[config.mk]
export PLATFORM = sky130hd
export DESIGN_NAME = ethernet_arp_ip_rx_classifier
export DESIGN_NICKNAME = d
export VERILOG_FILES = /design/src/rtl/core/eaic_pkg.sv /design/src/rtl/core/eaic_front.sv /design/src/rtl/core/eaic_queue.sv /design/src/rtl/core/eaic_back.sv /design/src/rtl/core/ethernet_arp_ip_rx_classifier.sv
export SDC_FILE = /design/constraint.sdc
export NUM_CORES = 1
export LEC_CHECK = 0
export BUFFER_PORTS_ARGS = -buffer_cell sky130_fd_sc_hd__buf_2
export CORE_MARGIN = 3
export CORE_UTILIZATION = 44
export CTS_CLUSTER_DIAMETER = 60
export DETAILED_ROUTE_END_ITERATION = 16
export GPL_TIMING_DRIVEN = 0
export PLACE_DENSITY = 0.59
export SLEW_MARGIN = 20
export SYNTH_ARGS = -nofsm -noshare
export SYNTH_HDL_FRONTEND = slang
export SYNTH_SLANG_ARGS = --single-unit
[constraint.sdc]
create_clock -name clock -period 15.3 [get_ports clock]
set_clock_uncertainty 0.15 [all_clocks]
set_input_delay 0 -clock clock [delete_from_list [all_inputs] [get_ports clock]]
set_output_delay 0 -clock clock [all_outputs]
set_load 0.02 [all_outputs]
[src/rtl/core/eaic_pkg.sv]
// Shared types and constants for the Ethernet ARP/IP receive classifier.
// No dependencies; every module of the classifier imports this package.
`default_nettype none

package eaic_pkg;

   // frame byte counter, saturates at its all-ones value
   localparam int COUNT_BITS = 11;
   localparam logic [COUNT_BITS-1:0] COUNT_MAX = '1;

   // verdict queue between front and back
   localparam int QUEUE_DEPTH = 2;
   localparam int QUEUE_PTR_BITS = (QUEUE_DEPTH > 1) ? $clog2(QUEUE_DEPTH) : 1;
   localparam int QUEUE_CNT_BITS = $clog2(QUEUE_DEPTH + 1);

   // configuration register indexes
   localparam logic CSR_OWN_MAC = 1'b0;
   localparam logic CSR_OWN_IP  = 1'b1;

   localparam logic [47:0] OWN_MAC_RESET = 48'h0;
   localparam logic [31:0] OWN_IP_RESET  = 32'h0A00_0001;

   // ethertypes, ARP and IP codes
   localparam logic [15:0] ETH_TYPE_ARP  = 16'h0806;
   localparam logic [15:0] ETH_TYPE_IPV4 = 16'h0800;
   localparam logic [15:0] ARP_OP_REQUEST = 16'd1;
   localparam logic [15:0] ARP_OP_REPLY   = 16'd2;
   localparam logic [7:0]  ARP_HW_SIZE    = 8'd6;
   localparam logic [7:0]  ARP_PROTO_SIZE = 8'd4;
   localparam logic [7:0]  IP_PROTO_UDP   = 8'd17;
   localparam logic [7:0]  IP_PROTO_ICMP  = 8'd1;
   localparam logic [7:0]  ICMP_TYPE_PING       = 8'd8;
   localparam logic [7:0]  ICMP_TYPE_PING_REPLY = 8'd0;

   // verdict codes
   localparam logic [3:0] VERDICT_BAD_SOURCE     = 4'd0;
   localparam logic [3:0] VERDICT_NOT_FOR_ME     = 4'd1;
   localparam logic [3:0] VERDICT_UNKNOWN_TYPE   = 4'd2;
   localparam logic [3:0] VERDICT_ARP_MALFORMED  = 4'd3;
   localparam logic [3:0] VERDICT_ARP_NOT_FOR_ME = 4'd4;
   localparam logic [3:0] VERDICT_ARP_REQUEST    = 4'd5;
   localparam logic [3:0] VERDICT_ARP_REPLY      = 4'd6;
   localparam logic [3:0] VERDICT_UDP            = 4'd7;
   localparam logic [3:0] VERDICT_ICMP_PING      = 4'd8;
   localparam logic [3:0] VERDICT_ICMP_REPLY     = 4'd9;
   localparam logic [3:0] VERDICT_ICMP_OTHER     = 4'd10;
   localparam logic [3:0] VERDICT_IP_UNREG       = 4'd11;
   localparam logic [3:0] VERDICT_TRUNCATED      = 4'd12;

   typedef struct packed {
      logic [31:0] peer_ip;
      logic [47:0] peer_mac;
      logic [3:0]  verdict;
   } result_type;

   // one queue word with its valid flag
   typedef struct packed {
      logic       valid;
      result_type data;
   } result_word_type;

endpackage

`default_nettype wire

[src/rtl/core/eaic_front.sv]
// Front end: per-byte field capture and end-of-frame classification.
// Depends on eaic_pkg; pushes one verdict word per frame into eaic_queue.
`default_nettype none

module eaic_front import eaic_pkg::*; (
   input  wire logic            clock,
   input  wire logic            reset,
   input  wire logic            byte_valid,
   input  wire logic [7:0]      data_byte,
   input  wire logic            last,
   input  wire logic            queue_full,
   input  wire logic [47:0]     own_mac,
   input  wire logic [31:0]     own_ip,
   output logic                 byte_ready,
   output result_word_type      push
);

   logic [COUNT_BITS-1:0] count_ff, count_in;
   logic        dest_ok_ff, dest_ok_in;
   logic        dest_bcast_ff, dest_bcast_in;
   logic [47:0] source_mac_ff, source_mac_in;
   logic [15:0] ether_type_ff, ether_type_in;
   logic [47:0] arp_fields_ff, arp_fields_in;
   logic [47:0] sender_mac_ff, sender_mac_in;
   logic [31:0] sender_ip_ff, sender_ip_in;
   logic [31:0] target_ip_ff, target_ip_in;
   logic [7:0]  ip_protocol_ff, ip_protocol_in;
   logic [7:0]  icmp_kind_ff, icmp_kind_in;

   logic [COUNT_BITS-1:0] pos;
   logic [2:0]  mac_byte_idx;
   logic [7:0]  mine;
   logic        accept;
   logic [15:0] arp_ptype, arp_op;
   logic [7:0]  arp_hsize, arp_psize;
   logic        arp_bad;
   result_type  result;

   assign byte_ready   = !queue_full;
   assign accept       = byte_valid && byte_ready;
   assign pos          = count_ff;
   assign mac_byte_idx = 3'd5 - pos[2:0];
   assign mine         = own_mac[{mac_byte_idx, 3'b000} +: 8];

   // capture the current byte into the field it belongs to
   always_comb begin
      dest_ok_in     = dest_ok_ff;
      dest_bcast_in  = dest_bcast_ff;
      source_mac_in  = source_mac_ff;
      ether_type_in  = ether_type_ff;
      arp_fields_in  = arp_fields_ff;
      sender_mac_in  = sender_mac_ff;
      sender_ip_in   = sender_ip_ff;
      target_ip_in   = target_ip_ff;
      ip_protocol_in = ip_protocol_ff;
      icmp_kind_in   = icmp_kind_ff;
      if (pos < COUNT_BITS'(6)) begin
         if (data_byte != 8'hFF) dest_bcast_in = 1'b0;
         if (data_byte != mine) dest_ok_in = 1'b0;
      end else if (pos < COUNT_BITS'(12)) begin
         source_mac_in = {source_mac_ff[39:0], data_byte};
      end else if (pos < COUNT_BITS'(14)) begin
         ether_type_in = {ether_type_ff[7:0], data_byte};
      end else if (ether_type_ff == ETH_TYPE_ARP) begin
         if (pos >= COUNT_BITS'(16) && pos < COUNT_BITS'(22)) begin
            arp_fields_in = {arp_fields_ff[39:0], data_byte};
         end else if (pos >= COUNT_BITS'(22) && pos < COUNT_BITS'(28)) begin
            sender_mac_in = {sender_mac_ff[39:0], data_byte};
         end else if (pos >= COUNT_BITS'(28) && pos < COUNT_BITS'(32)) begin
            sender_ip_in = {sender_ip_ff[23:0], data_byte};
         end else if (pos >= COUNT_BITS'(38) && pos < COUNT_BITS'(42)) begin
            target_ip_in = {target_ip_ff[23:0], data_byte};
         end
      end else if (ether_type_ff == ETH_TYPE_IPV4) begin
         if (pos == COUNT_BITS'(23)) begin
            ip_protocol_in = data_byte;
         end else if (pos >= COUNT_BITS'(26) && pos < COUNT_BITS'(30)) begin
            sender_ip_in = {sender_ip_ff[23:0], data_byte};
         end else if (pos == COUNT_BITS'(34)) begin
            icmp_kind_in = data_byte;
         end
      end
      count_in = (count_ff != COUNT_MAX) ? count_ff + COUNT_BITS'(1) : count_ff;
   end

   assign arp_ptype = arp_fields_in[47:32];
   assign arp_hsize = arp_fields_in[31:24];
   assign arp_psize = arp_fields_in[23:16];
   assign arp_op    = arp_fields_in[15:0];
   assign arp_bad   = (count_in < COUNT_BITS'(60)) || (arp_hsize != ARP_HW_SIZE) ||
                      (arp_psize != ARP_PROTO_SIZE) || (arp_ptype != ETH_TYPE_IPV4) ||
                      ((arp_op != ARP_OP_REQUEST) && (arp_op != ARP_OP_REPLY));

   // verdict of the frame that ends with this byte
   always_comb begin
      result.peer_mac = source_mac_in;
      result.peer_ip  = 32'h0;
      result.verdict  = VERDICT_UNKNOWN_TYPE;
      if (count_in < COUNT_BITS'(12)) begin
         result.verdict = VERDICT_TRUNCATED;
      end else if (source_mac_in[40] || source_mac_in == 48'h0) begin
         result.verdict = VERDICT_BAD_SOURCE;
      end else if (!dest_bcast_in && !dest_ok_in) begin
         result.verdict = VERDICT_NOT_FOR_ME;
      end else if (count_in < COUNT_BITS'(14)) begin
         result.verdict = VERDICT_TRUNCATED;
      end else if (ether_type_in == ETH_TYPE_ARP) begin
         result.peer_mac = sender_mac_in;
         if (arp_bad) begin
            result.verdict = VERDICT_ARP_MALFORMED;
         end else begin
            result.peer_ip = sender_ip_in;
            if (own_ip == 32'h0 || own_ip != target_ip_in) begin
               result.verdict = VERDICT_ARP_NOT_FOR_ME;
            end else if (arp_op == ARP_OP_REQUEST) begin
               result.verdict = VERDICT_ARP_REQUEST;
            end else begin
               result.verdict = VERDICT_ARP_REPLY;
            end
         end
      end else if (ether_type_in == ETH_TYPE_IPV4) begin
         if (count_in < COUNT_BITS'(30)) begin
            result.verdict = VERDICT_TRUNCATED;
         end else if (ip_protocol_in == IP_PROTO_UDP) begin
            result.peer_ip = sender_ip_in;
            result.verdict = VERDICT_UDP;
         end else if (ip_protocol_in == IP_PROTO_ICMP) begin
            if (count_in < COUNT_BITS'(35)) begin
               result.verdict = VERDICT_TRUNCATED;
            end else begin
               result.peer_ip = sender_ip_in;
               if (icmp_kind_in == ICMP_TYPE_PING) begin
                  result.verdict = VERDICT_ICMP_PING;
               end else if (icmp_kind_in == ICMP_TYPE_PING_REPLY) begin
                  result.verdict = VERDICT_ICMP_REPLY;
               end else begin
                  result.verdict = VERDICT_ICMP_OTHER;
               end
            end
         end else begin
            result.peer_ip = sender_ip_in;
            result.verdict = VERDICT_IP_UNREG;
         end
      end
   end

   assign push.valid = accept && last;
   assign push.data  = result;

   // clear all frame state after reset and after each last byte
   always_ff @(posedge clock) begin
      if (reset || (accept && last)) begin
         count_ff       <= '0;
         dest_ok_ff     <= 1'b1;
         dest_bcast_ff  <= 1'b1;
         source_mac_ff  <= 48'h0;
         ether_type_ff  <= 16'h0;
         arp_fields_ff  <= 48'h0;
         sender_mac_ff  <= 48'h0;
         sender_ip_ff   <= 32'h0;
         target_ip_ff   <= 32'h0;
         ip_protocol_ff <= 8'h0;
         icmp_kind_ff   <= 8'h0;
      end else if (accept) begin
         count_ff       <= count_in;
         dest_ok_ff     <= dest_ok_in;
         dest_bcast_ff  <= dest_bcast_in;
         source_mac_ff  <= source_mac_in;
         ether_type_ff  <= ether_type_in;
         arp_fields_ff  <= arp_fields_in;
         sender_mac_ff  <= sender_mac_in;
         sender_ip_ff   <= sender_ip_in;
         target_ip_ff   <= target_ip_in;
         ip_protocol_ff <= ip_protocol_in;
         icmp_kind_ff   <= icmp_kind_in;
      end
   end

`ifndef SYNTHESIS
   a_count_clears: assert property (@(posedge clock) disable iff (reset)
      (accept && last) |=> (count_ff == '0))
      else $error("byte counter not cleared after last byte");
`endif

endmodule

`default_nettype wire

[src/rtl/core/eaic_queue.sv]
// Short verdict queue decoupling the classifier front from the output stage.
// Depends on eaic_pkg for the word type and depth.
`default_nettype none

module eaic_queue import eaic_pkg::*; (
   input  wire logic      clock,
   input  wire logic      reset,
   input  wire result_word_type push,
   input  wire logic      pop,
   output logic           full,
   output result_word_type head
);

   result_type entries_ff [QUEUE_DEPTH];
   logic [QUEUE_PTR_BITS-1:0] wr_ptr_ff, wr_ptr_in;
   logic [QUEUE_PTR_BITS-1:0] rd_ptr_ff, rd_ptr_in;
   logic [QUEUE_CNT_BITS-1:0] count_ff, count_in;
   logic do_pop;

   assign full       = (count_ff == QUEUE_CNT_BITS'(QUEUE_DEPTH));
   assign head.valid = (count_ff != '0);
   assign head.data  = entries_ff[rd_ptr_ff];
   assign do_pop     = pop && head.valid;

   always_comb begin
      wr_ptr_in = wr_ptr_ff;
      rd_ptr_in = rd_ptr_ff;
      count_in  = count_ff;
      if (push.valid) begin
         wr_ptr_in = (wr_ptr_ff == QUEUE_PTR_BITS'(QUEUE_DEPTH - 1)) ? '0 :
                     wr_ptr_ff + QUEUE_PTR_BITS'(1);
      end
      if (do_pop) begin
         rd_ptr_in = (rd_ptr_ff == QUEUE_PTR_BITS'(QUEUE_DEPTH - 1)) ? '0 :
                     rd_ptr_ff + QUEUE_PTR_BITS'(1);
      end
      if (push.valid && !do_pop) begin
         count_in = count_ff + QUEUE_CNT_BITS'(1);
      end else if (do_pop && !push.valid) begin
         count_in = count_ff - QUEUE_CNT_BITS'(1);
      end
   end

   always_ff @(posedge clock) begin
      if (reset) begin
         wr_ptr_ff <= '0;
         rd_ptr_ff <= '0;
         count_ff  <= '0;
      end else begin
         wr_ptr_ff <= wr_ptr_in;
         rd_ptr_ff <= rd_ptr_in;
         count_ff  <= count_in;
      end
   end

   always_ff @(posedge clock) begin
      if (push.valid) begin
         entries_ff[wr_ptr_ff] <= push.data;
      end
   end

`ifndef SYNTHESIS
   a_no_push_when_full: assert property (@(posedge clock) disable iff (reset)
      push.valid |-> !full)
      else $error("verdict pushed into a full queue");
   a_count_bound: assert property (@(posedge clock) disable iff (reset)
      count_ff <= QUEUE_CNT_BITS'(QUEUE_DEPTH))
      else $error("queue occupancy above depth");
`endif

endmodule

`default_nettype wire

[src/rtl/core/eaic_back.sv]
// Back end: output register that presents one verdict word at a time.
// Depends on eaic_pkg; drains eaic_queue.
`default_nettype none

module eaic_back import eaic_pkg::*; (
   input  wire logic        clock,
   input  wire logic        reset,
   input  wire result_word_type head,
   output logic             pop,
   output logic             rsp_tvalid,
   input  wire logic        rsp_tready,
   output logic [87:0]      rsp_tdata   // verdict[3:0], peer_mac[51:4], peer_ip[83:52], zeros
);

   logic       valid_ff, valid_in;
   result_type data_ff;

   // advance when the register is empty or its word is being taken
   assign pop      = head.valid && (!valid_ff || rsp_tready);
   assign valid_in = pop || (valid_ff && !rsp_tready);

   always_ff @(posedge clock) begin
      if (reset) begin
         valid_ff <= 1'b0;
      end else begin
         valid_ff <= valid_in;
      end
   end

   always_ff @(posedge clock) begin
      if (pop) begin
         data_ff <= head.data;
      end
   end

   assign rsp_tvalid = valid_ff;
   assign rsp_tdata  = {4'b0000, data_ff.peer_ip, data_ff.peer_mac, data_ff.verdict};

`ifndef SYNTHESIS
   a_pop_only_when_free: assert property (@(posedge clock) disable iff (reset)
      pop |-> (!valid_ff || rsp_tready))
      else $error("output register overwritten while holding a word");
`endif

endmodule

`default_nettype wire

[src/rtl/core/ethernet_arp_ip_rx_classifier.sv]
// The verdict word reaches rsp through the queue entry and then the output register.
// Throughput: one byte per cycle unless the queue is full, set by the front's byte capture.
// The two-entry queue plus output register keep bytes flowing while rsp stalls, until full.
// Reset (synchronous, active high): clears frame state, queue and output valid;
// own_mac returns to zero and own_ip to 10.0.0.1. No clearing pass is needed.
`default_nettype none

module ethernet_arp_ip_rx_classifier import eaic_pkg::*; (
   input  wire logic        clock,
   input  wire logic        reset,
   // frame bytes in
   input  wire logic        req_tvalid,
   output logic             req_tready,
   input  wire logic [7:0]  req_tdata,   // data_byte[7:0]
   input  wire logic        req_tlast,   // last byte of the frame
   // verdicts out
   output logic             rsp_tvalid,
   input  wire logic        rsp_tready,
   output logic [87:0]      rsp_tdata,   // verdict[3:0], peer_mac[51:4], peer_ip[83:52], zeros
   // register writes
   input  wire logic        csr_valid,
   output logic             csr_ready,
   input  wire logic        csr_index,
   input  wire logic [47:0] csr_data
);

   logic [47:0] own_mac_ff;
   logic [31:0] own_ip_ff;
   logic        queue_full;
   logic        queue_pop;
   result_word_type push_word;
   result_word_type head_word;

   // register writes are always taken
   assign csr_ready = 1'b1;

   always_ff @(posedge clock) begin
      if (reset) begin
         own_mac_ff <= OWN_MAC_RESET;
         own_ip_ff  <= OWN_IP_RESET;
      end else if (csr_valid) begin
         case (csr_index)
            CSR_OWN_MAC: own_mac_ff <= csr_data;
            CSR_OWN_IP:  own_ip_ff  <= csr_data[31:0];
            default:     own_mac_ff <= own_mac_ff;
         endcase
      end
   end

   // front: capture bytes, classify at the last byte, push one verdict word
   eaic_front u_front (
      .clock      (clock),
      .reset      (reset),
      .byte_valid (req_tvalid),
      .data_byte  (req_tdata),
      .last       (req_tlast),
      .queue_full (queue_full),
      .own_mac    (own_mac_ff),
      .own_ip     (own_ip_ff),
      .byte_ready (req_tready),
      .push       (push_word)
   );

   // hold verdicts while the consumer stalls
   eaic_queue u_queue (
      .clock (clock),
      .reset (reset),
      .push  (push_word),
      .pop   (queue_pop),
      .full  (queue_full),
      .head  (head_word)
   );

   // back: drive the result channel from its own register
   eaic_back u_back (
      .clock      (clock),
      .reset      (reset),
      .head       (head_word),
      .pop        (queue_pop),
      .rsp_tvalid (rsp_tvalid),
      .rsp_tready (rsp_tready),
      .rsp_tdata  (rsp_tdata)
   );

endmodule

`default_nettype wire
==> impl_table.tex, run 1 <==
\begin{tabular}{lr}
\hline
Metric & Value \\
\hline
\multicolumn{2}{l}{\textbf{STA}} \\
\quad Fin worst setup slack & $\sim$10000 ps \\
\quad Final hold violation count & 0 \\
\quad Achievable Freq & a little under 0.2 GHz \\
\quad Transition time at the pin with the least slew margin & 1141 ps \\
\quad Setup violation total in the final timing report & 0 \\
\quad Setup TNS & 0 ps \\
\quad Final critical-path share of the clock period & 0.3338 \\
\quad Max-slew violation total from the final report & 0 \\
\quad Max-slew headroom & 0.2325 \\
\quad RSZ-0062 raised after global routing & no \\
\quad Min Tclk post-route & about 5000 ps \\
\multicolumn{2}{l}{\textbf{Synthesis}} \\
\quad Synth Area in Adders & 0.002982 \\
\quad Mux cell area share after synthesis & 0.07183 \\
\quad Complex-gate fraction of the synthesized area & 0.1219 \\
\quad Largest cells by area after synthesis & sky130\_fd\_sc\_hd\_\_edfxtp\_1 30\%, sky130\_fd\_sc\_hd\_\_dfxtp\_1 27\%, sky130\_fd\_sc\_hd\_\_nand2\_1 11\% \\
\quad Area fraction of the dominant cell type after synthesis & 0.3006 \\
\quad Most frequent cells after synthesis & 712 x sky130\_fd\_sc\_hd\_\_nand2\_1, 365 x sky130\_fd\_sc\_hd\_\_a21oi\_1, 338 x sky130\_fd\_sc\_hd\_\_dfxtp\_1 \\
\quad Post-Syn Area & approximately 25000 um2 \\
\quad Average cell area after synthesis & about 9.8 um2 \\
\quad Xor-xnor portion of the synthesized cell area & 0.02157 \\
\quad Number of flops mapped to enable cells by yosys & roughly 250 \\
\quad Post-synthesis async set-or-reset flop share & 0 \\
\quad Number of cells produced by synthesis & approximately 2600 \\
\quad FF+latch count, synth & just under 600 \\
\quad Most common cell in the netlist & sky130\_fd\_sc\_hd\_\_nand2\_1 \\
\quad Area share of and/or/nand/nor cells after synthesis & 0.1770 \\
\quad Combinational family with the most area after synthesis & simple AND/OR/NAND/NOR gates \\
\quad Count of cell types in the netlist & 74 \\
\quad Largest area contributor in the netlist & sky130\_fd\_sc\_hd\_\_edfxtp\_1 \\
\quad Dominant synthesized flop cell & sky130\_fd\_sc\_hd\_\_dfxtp\_1 \\
\quad Portion of the post-synthesis area used by sequential elements & 0.5694 \\
\quad Ys Warns & 0 \\
\multicolumn{2}{l}{\textbf{Floorplan}} \\
\quad Starting utilization of the core area & 0.4456 \\
\quad Std-Cell Core Area & approximately 56000 um2 \\
\quad Standard-cell row count & 87 \\
\quad Overall die area & 60110 um2 \\
\quad I/O pins & 154 \\
\quad Die Ht & 245.2 um \\
\quad Die Wd & roughly 250 um \\
\multicolumn{2}{l}{\textbf{Power and ir drop}} \\
\quad Worst ir drop on vdd & $\sim$0.12 mV \\
\quad Total chip power & 4058 uW \\
\quad Cell leakage power & $\sim$0.010 uW \\
\quad Cell Pwr Density & 135.2 nW/um2 \\
\multicolumn{2}{l}{\textbf{Worst setup path}} \\
\quad Data arrival time of the critical path & between 5000 and 6000 ps \\
\quad Startpoint-to-endpoint class of the critical path & register to register \\
\quad Req. time, crit path & $\sim$16000 ps \\
\quad Depth of the worst register-to-register path & 12 \\
\quad Critical Path Sink Type & register \\
\quad Worst r2r src & u\_front.count\_ff[1]\$\_SDFFE\_PP0P\_ \\
\quad CP startpoint kind & register \\
\quad Critical register-to-register path endpoint & u\_queue.entries\_ff[0][5]\$\_DFFE\_PP\_ \\
\quad Register-to-register setup slack & 10190 ps \\
\quad Maximum fanout along the worst path & 10 \\
\multicolumn{2}{l}{\textbf{Global route}} \\
\quad Antenna violations before repair & 1 \\
\quad Maximum number of pins on one net before global-route repair & between 60 and 70 \\
\quad Total routing usage reported by global routing & 0.2286 \\
\quad First-pass GRT wire length & between 100000 and 150000 um \\
\quad Overall overflow remaining after global route & 0 \\
\quad Via count of the first global-routing pass & 19488 \\
\multicolumn{2}{l}{\textbf{Final layout}} \\
\quad Antenna cell count & 0 \\
\quad Final standard cell count with taps included and fillers excluded & approximately 3700 \\
\quad Share of final-layout standard cells stronger than drive strength 1 & 0.1399 \\
\quad Area growth syn-to-layout & 19.24\% \\
\quad NumNets Final & a little under 3000 \\
\quad Final core area utilization & 0.5313 \\
\quad Number of fill cells & around 5100 \\
\multicolumn{2}{l}{\textbf{Drt}} \\
\quad Number of design-rule violations left by the first detailed-router iteration & around 1500 \\
\quad Number of search-and-repair iterations in the first detailed-routing pass & 8 \\
\quad Antenna viol nets, final & 0 \\
\quad WL per Instance & 18.77 um \\
\quad Drt total wl & 69220 um \\
\quad DRC violation count after routing & 0 \\
\quad Post-detailed-route via-to-cell ratio & between 5 and 6 \\
\quad Number of vias after detailed routing & between 15000 and 20000 \\
\multicolumn{2}{l}{\textbf{Placement}} \\
\quad DP Worst Slack & 10300 ps \\
\quad Number of buffers added on ports & 142 \\
\quad Gpl congestion & around 0.9 \\
\quad Cell count after placement & around 3500 \\
\quad Half-perimeter wire length after placement & about 49000 um \\
\multicolumn{2}{l}{\textbf{Clock network}} \\
\quad Root buf cell & sky130\_fd\_sc\_hd\_\_clkbuf\_16 \\
\quad Worst-path clk slew & $\sim$60 ps \\
\quad Number of clock sinks seen by CTS & between 500 and 600 \\
\quad Post-CTS Setup Repair Bufs & 0 \\
\quad Clock Tree Buf Depth & 3 \\
\quad Clock H-tree levels & 3 \\
\quad TritonCTS clock tree & built \\
\quad Insertion delay of the later-clocked pin in the worst-skew pair & slightly below 600 ps \\
\quad Number of buffers created by CTS & 66 \\
\multicolumn{2}{l}{\textbf{Min path}} \\
\quad Type of the tightest min-delay check & primary input to register \\
\quad Min-Delay Path Depth & 4 \\
\quad Worst Hold Launch & csr\_data[33] \\
\quad Worst Hold Path EP & own\_mac\_ff[33]\$\_SDFFE\_PP0P\_ \\
\multicolumn{2}{l}{\textbf{Flow run}} \\
\quad Number of max-cap violations & 0 \\
\multicolumn{2}{l}{\textbf{Status}} \\
\quad Status & complete, no violations \\
\hline
\end{tabular}
-- per-layer routing --
layer	global-route usage	wire length (um)
met1	0.3084	30880
met2	0.3784	32820
met3	0.03113	3606
met4	0.08110	1908
met5	0	11
-- sequential cells by signal, indices dropped and copies added, names as in the netlist, 2 cells and up --
| name | count |
|---|---|
| u_front.sender_mac_ff | 48 |
| own_mac_ff | 48 |
| u_queue.entries_ff | 168 |
| u_queue.count_ff | 2 |
| u_front.count_ff | 11 |
| u_front.sender_ip_ff | 32 |
| u_front.source_mac_ff | 48 |
| u_front.ip_protocol_ff | 8 |
| u_back.rsp_tdata | 84 |
| u_front.target_ip_ff | 32 |
| u_front.icmp_kind_ff | 8 |
| u_front.ether_type_ff | 16 |
| u_front.arp_fields_ff | 48 |
| own_ip_ff | 32 |
-- power breakdown --
part	leakage (uW)	internal, uW	switching (uW)
logic	0.00390	212	399
clock network	0.00106	944	632
registers	0.00508	1830	44.6
-- layout make-up --
cell class / count / area (um2) / share of cell area
clock buffer: 98 / 1967 / 0.06553
clock inverter: 21 / 202.7 / 0.006753
timing repair buffer: 232 / 1702 / 0.05669
tap: 756 / 945.9 / 0.03151
buffer: 183 / 764.5 / 0.02547
sequential: 590 / 14330 / 0.4776
inverter: 31 / 118.9 / 0.003960
multi-input combinational: 1776 / 9981 / 0.3325
-- placed cells by master (no fill, tap or decap), types with 6 or more instances in the layout --
master | netlist | routed
sky130_fd_sc_hd__clkinv_1 | 0 | 6
sky130_fd_sc_hd__a21oi_1 | 365 | 365
sky130_fd_sc_hd__ha_1 | 6 | 6
sky130_fd_sc_hd__clkbuf_1 | 148 | 165
sky130_fd_sc_hd__xor2_1 | 10 | 10
sky130_fd_sc_hd__buf_1 | 9 | 9
sky130_fd_sc_hd__buf_2 | 14 | 156
sky130_fd_sc_hd__nand3_1 | 23 | 23
sky130_fd_sc_hd__nor2b_1 | 44 | 44
sky130_fd_sc_hd__nor4_1 | 42 | 42
sky130_fd_sc_hd__mux2i_1 | 76 | 76
sky130_fd_sc_hd__nand2b_1 | 10 | 10
sky130_fd_sc_hd__mux2_2 | 87 | 87
sky130_fd_sc_hd__o22ai_1 | 13 | 13
sky130_fd_sc_hd__o211a_1 | 9 | 9
sky130_fd_sc_hd__o21ai_0 | 13 | 13
sky130_fd_sc_hd__or2_2 | 7 | 7
sky130_fd_sc_hd__or3_1 | 23 | 23
sky130_fd_sc_hd__clkbuf_8 | 0 | 11
sky130_fd_sc_hd__inv_1 | 31 | 30
sky130_fd_sc_hd__a21oi_2 | 30 | 30
sky130_fd_sc_hd__dlygate4sd3_1 | 0 | 84
sky130_fd_sc_hd__clkbuf_16 | 0 | 70
sky130_fd_sc_hd__xnor2_1 | 52 | 52
sky130_fd_sc_hd__and2_1 | 6 | 6
sky130_fd_sc_hd__buf_4 | 8 | 8
sky130_fd_sc_hd__nor2_1 | 59 | 58
sky130_fd_sc_hd__nor3_1 | 28 | 28
sky130_fd_sc_hd__nand2_1 | 712 | 712
sky130_fd_sc_hd__a211oi_1 | 45 | 45
sky130_fd_sc_hd__edfxtp_1 | 252 | 252
sky130_fd_sc_hd__dfxtp_1 | 338 | 338
sky130_fd_sc_hd__nand4_1 | 22 | 22
-- critical path, stage by stage (launching register included) --
cell	delay [ps]
sky130_fd_sc_hd__dfxtp_1	470
sky130_fd_sc_hd__buf_2	300
sky130_fd_sc_hd__clkbuf_1	480
sky130_fd_sc_hd__inv_1	100
sky130_fd_sc_hd__ha_1	300
sky130_fd_sc_hd__clkbuf_1	290
sky130_fd_sc_hd__nand2_1	100
sky130_fd_sc_hd__nor4_1	300
sky130_fd_sc_hd__o221ai_1	250
sky130_fd_sc_hd__a2111oi_2	790
sky130_fd_sc_hd__o211ai_1	440
sky130_fd_sc_hd__mux2i_1	670
sky130_fd_sc_hd__o211a_1	290
-- through the flow --
stage               hold WS [ps]  instance area, um2
floorplan                 -25.84               25180
global placement           94.00               26840
detailed placement         101.2               27000
CTS                        14.25               30020
global route               45.00               30020
finish                     48.90               30020
-- timing repair --
action / 4_1_cts / 5_1_grt
hold buffers: 84 / 0
gates resized for setup: 0 / 0
endpoints found under the setup margin: 0 / 0
endpoints found under the hold margin: 145 / 0
-- how the worst max path moves through the flow --
stage,start,end,cells after the start
2_1_floorplan,u_queue.count_ff[0]$_SDFFE_PP0P_,u_queue.entries_ff[0][0]$_DFFE_PP_,4
3_3_place_gp,u_queue.count_ff[0]$_SDFFE_PP0P_,u_queue.entries_ff[0][46]$_DFFE_PP_,4
3_5_place_dp,u_front.count_ff[1]$_SDFFE_PP0P_,u_queue.entries_ff[0][5]$_DFFE_PP_,12
4_1_cts,u_front.count_ff[1]$_SDFFE_PP0P_,u_queue.entries_ff[0][5]$_DFFE_PP_,12
5_1_grt,u_front.count_ff[1]$_SDFFE_PP0P_,u_queue.entries_ff[1][5]$_DFFE_PP_,12
6_report,u_front.count_ff[1]$_SDFFE_PP0P_,u_queue.entries_ff[0][5]$_DFFE_PP_,12
-- logic make-up (layout without fill, tap and decap cells) --
kind of cell    count (synthesis)  count (layout)
xor+xnor                       62              62
mux                           166             166
simple gates                 1014            1014
other cells                     2               5
buf+inv                       214             565
compound gates                523             523
fa+ha+maj                       6               6
flops                         590             590
(Power assumes the default switching activity.)
==> inputs of run 2 (changes only) <==
ABC_AREA = 1   (was unset)
clock period = 5 ns   (was 15.3 ns; I/O delays follow)
==> run 2 against run 1 <==
Net effect: count of clock-buffer cells in the layout rose by 2; cell count increased by 40%; critical path type unchanged; setup slack got worse by 9900 ps; critical endpoint is now u_queue.entries_ff[1][39]$_DFFE_PP_.
==> impl_table.tex, run 2 <==
\begin{tabular}{lr}
\hline
Metric & Value \\
\hline
\multicolumn{2}{l}{\textbf{Status}} \\
\quad Status & complete, no violations (unchanged) \\
\multicolumn{2}{l}{\textbf{STA}} \\
\quad RSZ-0062 raised after global routing & no (unchanged) \\
\quad Min Tclk post-route & 4687 ps (was 5107 ps) \\
\quad Max-slew violation total from the final report & 0 (unchanged) \\
\quad Setup TNS & 0 ps (unchanged) \\
\quad Final critical-path share of the clock period & 0.9374 (was 0.3338) \\
\quad Achievable Freq & 0.2134 GHz (was 0.1958 GHz) \\
\quad Transition time at the pin with the least slew margin & 964.9 ps (was 1141 ps) \\
\quad Fin worst setup slack & 313.1 ps (was 10190 ps) \\
\quad Setup violation total in the final timing report & 0 (unchanged) \\
\quad Final hold violation count & 0 (unchanged) \\
\quad Max-slew headroom & 0.3524 (was 0.2325) \\
\multicolumn{2}{l}{\textbf{Synthesis}} \\
\quad Post-synthesis async set-or-reset flop share & 0 (unchanged) \\
\quad Most common cell in the netlist & sky130\_fd\_sc\_hd\_\_nand2\_1 (unchanged) \\
\quad FF+latch count, synth & 590 (unchanged) \\
\quad Dominant synthesized flop cell & sky130\_fd\_sc\_hd\_\_dfxtp\_1 (unchanged) \\
\quad Portion of the post-synthesis area used by sequential elements & 0.4952 (was 0.5694) \\
\quad Average cell area after synthesis & 7.328 um2 (was 9.768 um2) \\
\quad Post-Syn Area & 28950 um2 (was 25170 um2) \\
\quad Number of flops mapped to enable cells by yosys & 252 (unchanged) \\
\quad Count of cell types in the netlist & 45 (was 74) \\
\quad Ys Warns & 0 (unchanged) \\
\quad Largest area contributor in the netlist & sky130\_fd\_sc\_hd\_\_edfxtp\_1 (unchanged) \\
\quad Most frequent cells after synthesis & 1152 x sky130\_fd\_sc\_hd\_\_nand2\_1, 583 x sky130\_fd\_sc\_hd\_\_o21ai\_0, 455 x sky130\_fd\_sc\_hd\_\_inv\_1 (was 712 x sky130\_fd\_sc\_hd\_\_nand2\_1, 365 x sky130\_fd\_sc\_hd\_\_a21oi\_1, 338 x sky130\_fd\_sc\_hd\_\_dfxtp\_1) \\
\quad Largest cells by area after synthesis & sky130\_fd\_sc\_hd\_\_edfxtp\_1 26\%, sky130\_fd\_sc\_hd\_\_dfxtp\_1 23\%, sky130\_fd\_sc\_hd\_\_nand2\_1 15\% (was sky130\_fd\_sc\_hd\_\_edfxtp\_1 30\%, sky130\_fd\_sc\_hd\_\_dfxtp\_1 27\%, sky130\_fd\_sc\_hd\_\_nand2\_1 11\%) \\
\quad Area fraction of the dominant cell type after synthesis & 0.2614 (was 0.3006) \\
\quad Number of cells produced by synthesis & 3950 (was 2577) \\
\multicolumn{2}{l}{\textbf{Power and ir drop}} \\
\quad Cell Pwr Density & 524.8 nW/um2 (was 135.2 nW/um2) \\
\quad Proportion of power drawn by flip-flops and latches & 0.368 (was 0.461) \\
\quad Proportion of power drawn by combinational gates & 0.334 (was 0.150) \\
\quad Worst ir drop on vdd & 0.3439 mV (was 0.1215 mV) \\
\quad Clk network pwr share & 0.298 (was 0.388) \\
\quad Internal power component & 11120 uW (was 2983 uW) \\
\quad Cell leakage power & 0.01583 uW (was 0.01004 uW) \\
\quad P\_sw & 6834 uW (was 1075 uW) \\
\quad Sw Share & 0.3805 (was 0.2649) \\
\multicolumn{2}{l}{\textbf{Placement}} \\
\quad Number of buffers added on ports & 148 (was 142) \\
\quad Half-perimeter wire length after placement & 70420 um (was 49340 um) \\
\quad DP Worst Slack & 349.5 ps (was 10300 ps) \\
\quad Gpl congestion & 0.9714 (was 0.8963) \\
\multicolumn{2}{l}{\textbf{Min path}} \\
\quad Worst Hold Path EP & own\_mac\_ff[37]\$\_SDFFE\_PP0P\_ (was own\_mac\_ff[33]\$\_SDFFE\_PP0P\_) \\
\quad Type of the tightest min-delay check & primary input to register (unchanged) \\
\quad Min-Delay Path Depth & 4 (unchanged) \\
\quad Worst Hold Launch & csr\_data[37] (was csr\_data[33]) \\
\multicolumn{2}{l}{\textbf{Worst setup path}} \\
\quad Worst r2r src & u\_front.count\_ff[1]\$\_SDFFE\_PP0P\_ (unchanged) \\
\quad Data arrival time of the critical path & 4860 ps (was 5390 ps) \\
\quad Register-to-register setup slack & 310 ps (was 10190 ps) \\
\quad Critical Path Sink Type & register (unchanged) \\
\quad Startpoint-to-endpoint class of the critical path & register to register (unchanged) \\
\quad Critical register-to-register path endpoint & u\_queue.entries\_ff[1][39]\$\_DFFE\_PP\_ (was u\_queue.entries\_ff[0][5]\$\_DFFE\_PP\_) \\
\quad Req. time, crit path & 5170 ps (was 15580 ps) \\
\quad CP startpoint kind & register (unchanged) \\
\quad Maximum fanout along the worst path & 10 (unchanged) \\
\quad Depth of the worst register-to-register path & 19 (was 12) \\
\multicolumn{2}{l}{\textbf{Clock network}} \\
\quad Number of clock sinks seen by CTS & 590 (unchanged) \\
\quad Root buf cell & sky130\_fd\_sc\_hd\_\_clkbuf\_16 (unchanged) \\
\quad Insertion delay of the later-clocked pin in the worst-skew pair & 600 ps (was 590 ps) \\
\quad Worst-path clk slew & 60 ps (about the same) \\
\quad TritonCTS clock tree & built (unchanged) \\
\quad Clock Tree Buf Depth & 3 (unchanged) \\
\quad Number of buffers created by CTS & 70 (was 66) \\
\quad Post-CTS Setup Repair Bufs & 0 (unchanged) \\
\quad Clock H-tree levels & 3 (unchanged) \\
\multicolumn{2}{l}{\textbf{Drt}} \\
\quad Drt total wl & 94740 um (was 69220 um) \\
\quad DRC violation count after routing & 0 (unchanged) \\
\quad Number of search-and-repair iterations in the first detailed-routing pass & 6 (was 8) \\
\quad Antenna viol nets, final & 0 (unchanged) \\
\quad WL per Instance & 18.31 um (was 18.77 um) \\
\quad Number of vias after detailed routing & 27000 (was 19858) \\
\quad Post-detailed-route via-to-cell ratio & 5.217 (was 5.386) \\
\quad Number of design-rule violations left by the first detailed-router iteration & 2879 (was 1523) \\
\multicolumn{2}{l}{\textbf{Final layout}} \\
\quad Share of final-layout standard cells stronger than drive strength 1 & 0.08333 (was 0.1399) \\
\quad Area growth syn-to-layout & 18.22\% (was 19.24\%) \\
\quad Most common library cell in the layout ignoring fill and taps & sky130\_fd\_sc\_hd\_\_nand2\_1 (unchanged) \\
\quad Antenna cell count & 0 (unchanged) \\
\quad Highest-count cells in the layout ignoring fill and taps & 1152 x sky130\_fd\_sc\_hd\_\_nand2\_1, 582 x sky130\_fd\_sc\_hd\_\_o21ai\_0, 454 x sky130\_fd\_sc\_hd\_\_inv\_1, 338 x sky130\_fd\_sc\_hd\_\_dfxtp\_1, 331 x sky130\_fd\_sc\_hd\_\_nor2\_1 (was 712 x sky130\_fd\_sc\_hd\_\_nand2\_1, 365 x sky130\_fd\_sc\_hd\_\_a21oi\_1, 338 x sky130\_fd\_sc\_hd\_\_dfxtp\_1, 252 x sky130\_fd\_sc\_hd\_\_edfxtp\_1, 165 x sky130\_fd\_sc\_hd\_\_clkbuf\_1) \\
\quad Number of fill cells & 6341 (was 5083) \\
\quad Number of flip-flops in the largest register & 168 (unchanged) \\
\quad Reg with most FFs & u\_queue.entries\_ff (unchanged) \\
\quad NumNets Final & 4331 (was 2949) \\
\multicolumn{2}{l}{\textbf{Global route}} \\
\quad First-pass GRT wire length & 144800 um (was 108200 um) \\
\quad Total routing usage reported by global routing & 0.2669 (was 0.2286) \\
\quad Via count of the first global-routing pass & 24685 (was 19488) \\
\quad Antenna violations before repair & 0 (was 1) \\
\quad Maximum number of pins on one net before global-route repair & 49 (was 63) \\
\quad Overall overflow remaining after global route & 0 (unchanged) \\
\multicolumn{2}{l}{\textbf{Floorplan}} \\
\quad I/O pins & 154 (unchanged) \\
\quad Die Wd & 262.5 um (was 245.2 um) \\
\quad Die Ht & 262.5 um (was 245.2 um) \\
\quad Std-Cell Core Area & 64810 um2 (was 56500 um2) \\
\quad Starting utilization of the core area & 0.4466 (was 0.4456) \\
\quad Standard-cell row count & 93 (was 87) \\
\quad Overall die area & 68900 um2 (was 60110 um2) \\
\multicolumn{2}{l}{\textbf{Flow run}} \\
\quad Number of max-cap violations & 0 (unchanged) \\
\hline
\end{tabular}
-- run 2: cell types whose count changed after synthesis, moves of 35 or more --
cell | before | now
sky130_fd_sc_hd__o21ai_0 | 13 | 583
sky130_fd_sc_hd__nand2_1 | 712 | 1152
sky130_fd_sc_hd__inv_1 | 31 | 455
sky130_fd_sc_hd__nor2_1 | 59 | 334
sky130_fd_sc_hd__a21oi_1 | 365 | 257
sky130_fd_sc_hd__mux2_2 | 87 | 0
sky130_fd_sc_hd__nand3_1 | 23 | 101
sky130_fd_sc_hd__o21ai_1 | 2 | 71
sky130_fd_sc_hd__mux2i_1 | 76 | 8
sky130_fd_sc_hd__xnor2_1 | 52 | 0
sky130_fd_sc_hd__nor2b_1 | 44 | 0
sky130_fd_sc_hd__a211oi_1 | 45 | 4
sky130_fd_sc_hd__nor4_1 | 42 | 5
sky130_fd_sc_hd__o211ai_1 | 2 | 37
-- run 2: power by group through the flow --
stage	clock network (uW)	registers, uW	logic [uW]
after floorplan	0	7100	3350
after global placement	0	6750	5740
after detailed placement	0	6700	5850
after CTS	5430	6600	5930
after global routing	5650	6700	6640
final	5360	6600	6000
-- run 2: area by class of cell --
type	instances	area [um2]	share of cell area
well taps	855	1070	0.03126
repair buffers	237	1732	0.05060
flip-flops and latches	590	14330	0.4189
clock buffers	100	2071	0.06051
clock inverters	30	370.4	0.01082
multi-input cells	2649	11810	0.3451
plain buffers	237	1042	0.03046
inverters	477	1793	0.05239
-- run 2: routing by layer --
metal,share of wire,global-route usage,up-vias
li1,-,-,13403
met3,0.072,0.04269,162
met5,0,0,-
met2,0.45,0.4271,979
met4,0.032,0.09395,0
met1,0.44,0.3676,12456
-- run 2: critical path, stage by stage, from the launching register on --
cell,delay [ps]
sky130_fd_sc_hd__dfxtp_1,520
sky130_fd_sc_hd__clkinv_1,360
sky130_fd_sc_hd__ha_1,380
sky130_fd_sc_hd__buf_2,180
sky130_fd_sc_hd__nor2_2,310
sky130_fd_sc_hd__o21a_1,180
sky130_fd_sc_hd__o21ai_0,180
sky130_fd_sc_hd__nand2_1,140
sky130_fd_sc_hd__nand2_1,60
sky130_fd_sc_hd__nand4_1,110
sky130_fd_sc_hd__nor2_1,50
sky130_fd_sc_hd__nand2_1,70
sky130_fd_sc_hd__nand2_1,50
sky130_fd_sc_hd__nand2_1,80
sky130_fd_sc_hd__nand2_1,330
sky130_fd_sc_hd__inv_2,350
sky130_fd_sc_hd__clkbuf_1,390
sky130_fd_sc_hd__o21ai_0,300
sky130_fd_sc_hd__nand2_1,120
sky130_fd_sc_hd__nand2_1,90
-- run 2: repair_timing --
| item | CTS | global route |
|---|---|---|
| endpoints found under the hold margin | 103 | 0 |
| endpoints found under the setup margin | 0 | 9 |
| hold buffers | 82 | 0 |
| resized for setup | 0 | 1 |
-- run 2: cells by family after synthesis --
family	Yosys count	share of synthesized area
DFF	590	0.4952
other	2	0.0002594
muxes	8	0.002766
buffers and inverters	714	0.09786
AOI/OAI and AO/OA	970	0.1729
and+or+nand+nor	1650	0.2254
xor gates and xnor gates	10	0.003026
adders and majority gates	6	0.002593
-- run 2: how the worst max path moves through the flow --
stage / start / endpoint / slack [ps] / depth (start not counted)
after global placement: u_queue.count_ff[0]$_SDFFE_PP0P_ / u_queue.entries_ff[0][59]$_DFFE_PP_ / -2900 / 6
after CTS: u_front.count_ff[1]$_SDFFE_PP0P_ / u_queue.entries_ff[1][39]$_DFFE_PP_ / 330 / 19
final: u_front.count_ff[1]$_SDFFE_PP0P_ / u_queue.entries_ff[1][39]$_DFFE_PP_ / 310 / 19
after global routing: u_front.count_ff[1]$_SDFFE_PP0P_ / u_queue.entries_ff[1][1]$_DFFE_PP_ / 70 / 19
after floorplan: u_queue.count_ff[0]$_SDFFE_PP0P_ / u_queue.entries_ff[0][0]$_DFFE_PP_ / -230 / 6
after detailed placement: u_front.count_ff[1]$_SDFFE_PP0P_ / u_queue.entries_ff[1][39]$_DFFE_PP_ / 350 / 19
-- run 2: stage by stage --
step	hold slack, ps	cell area [um2]	cells	util	total power [uW]
floorplan	-80.59	28960	3953	-	10450
CTS	1.058	34220	5175	0.5279	17970
detailed placement	34.75	30960	4963	0.4776	12550
global placement	36.08	30770	4956	0.4747	12490
finish	22.25	34220	5175	0.5280	17960
global route	33.30	34220	5175	0.5280	18990
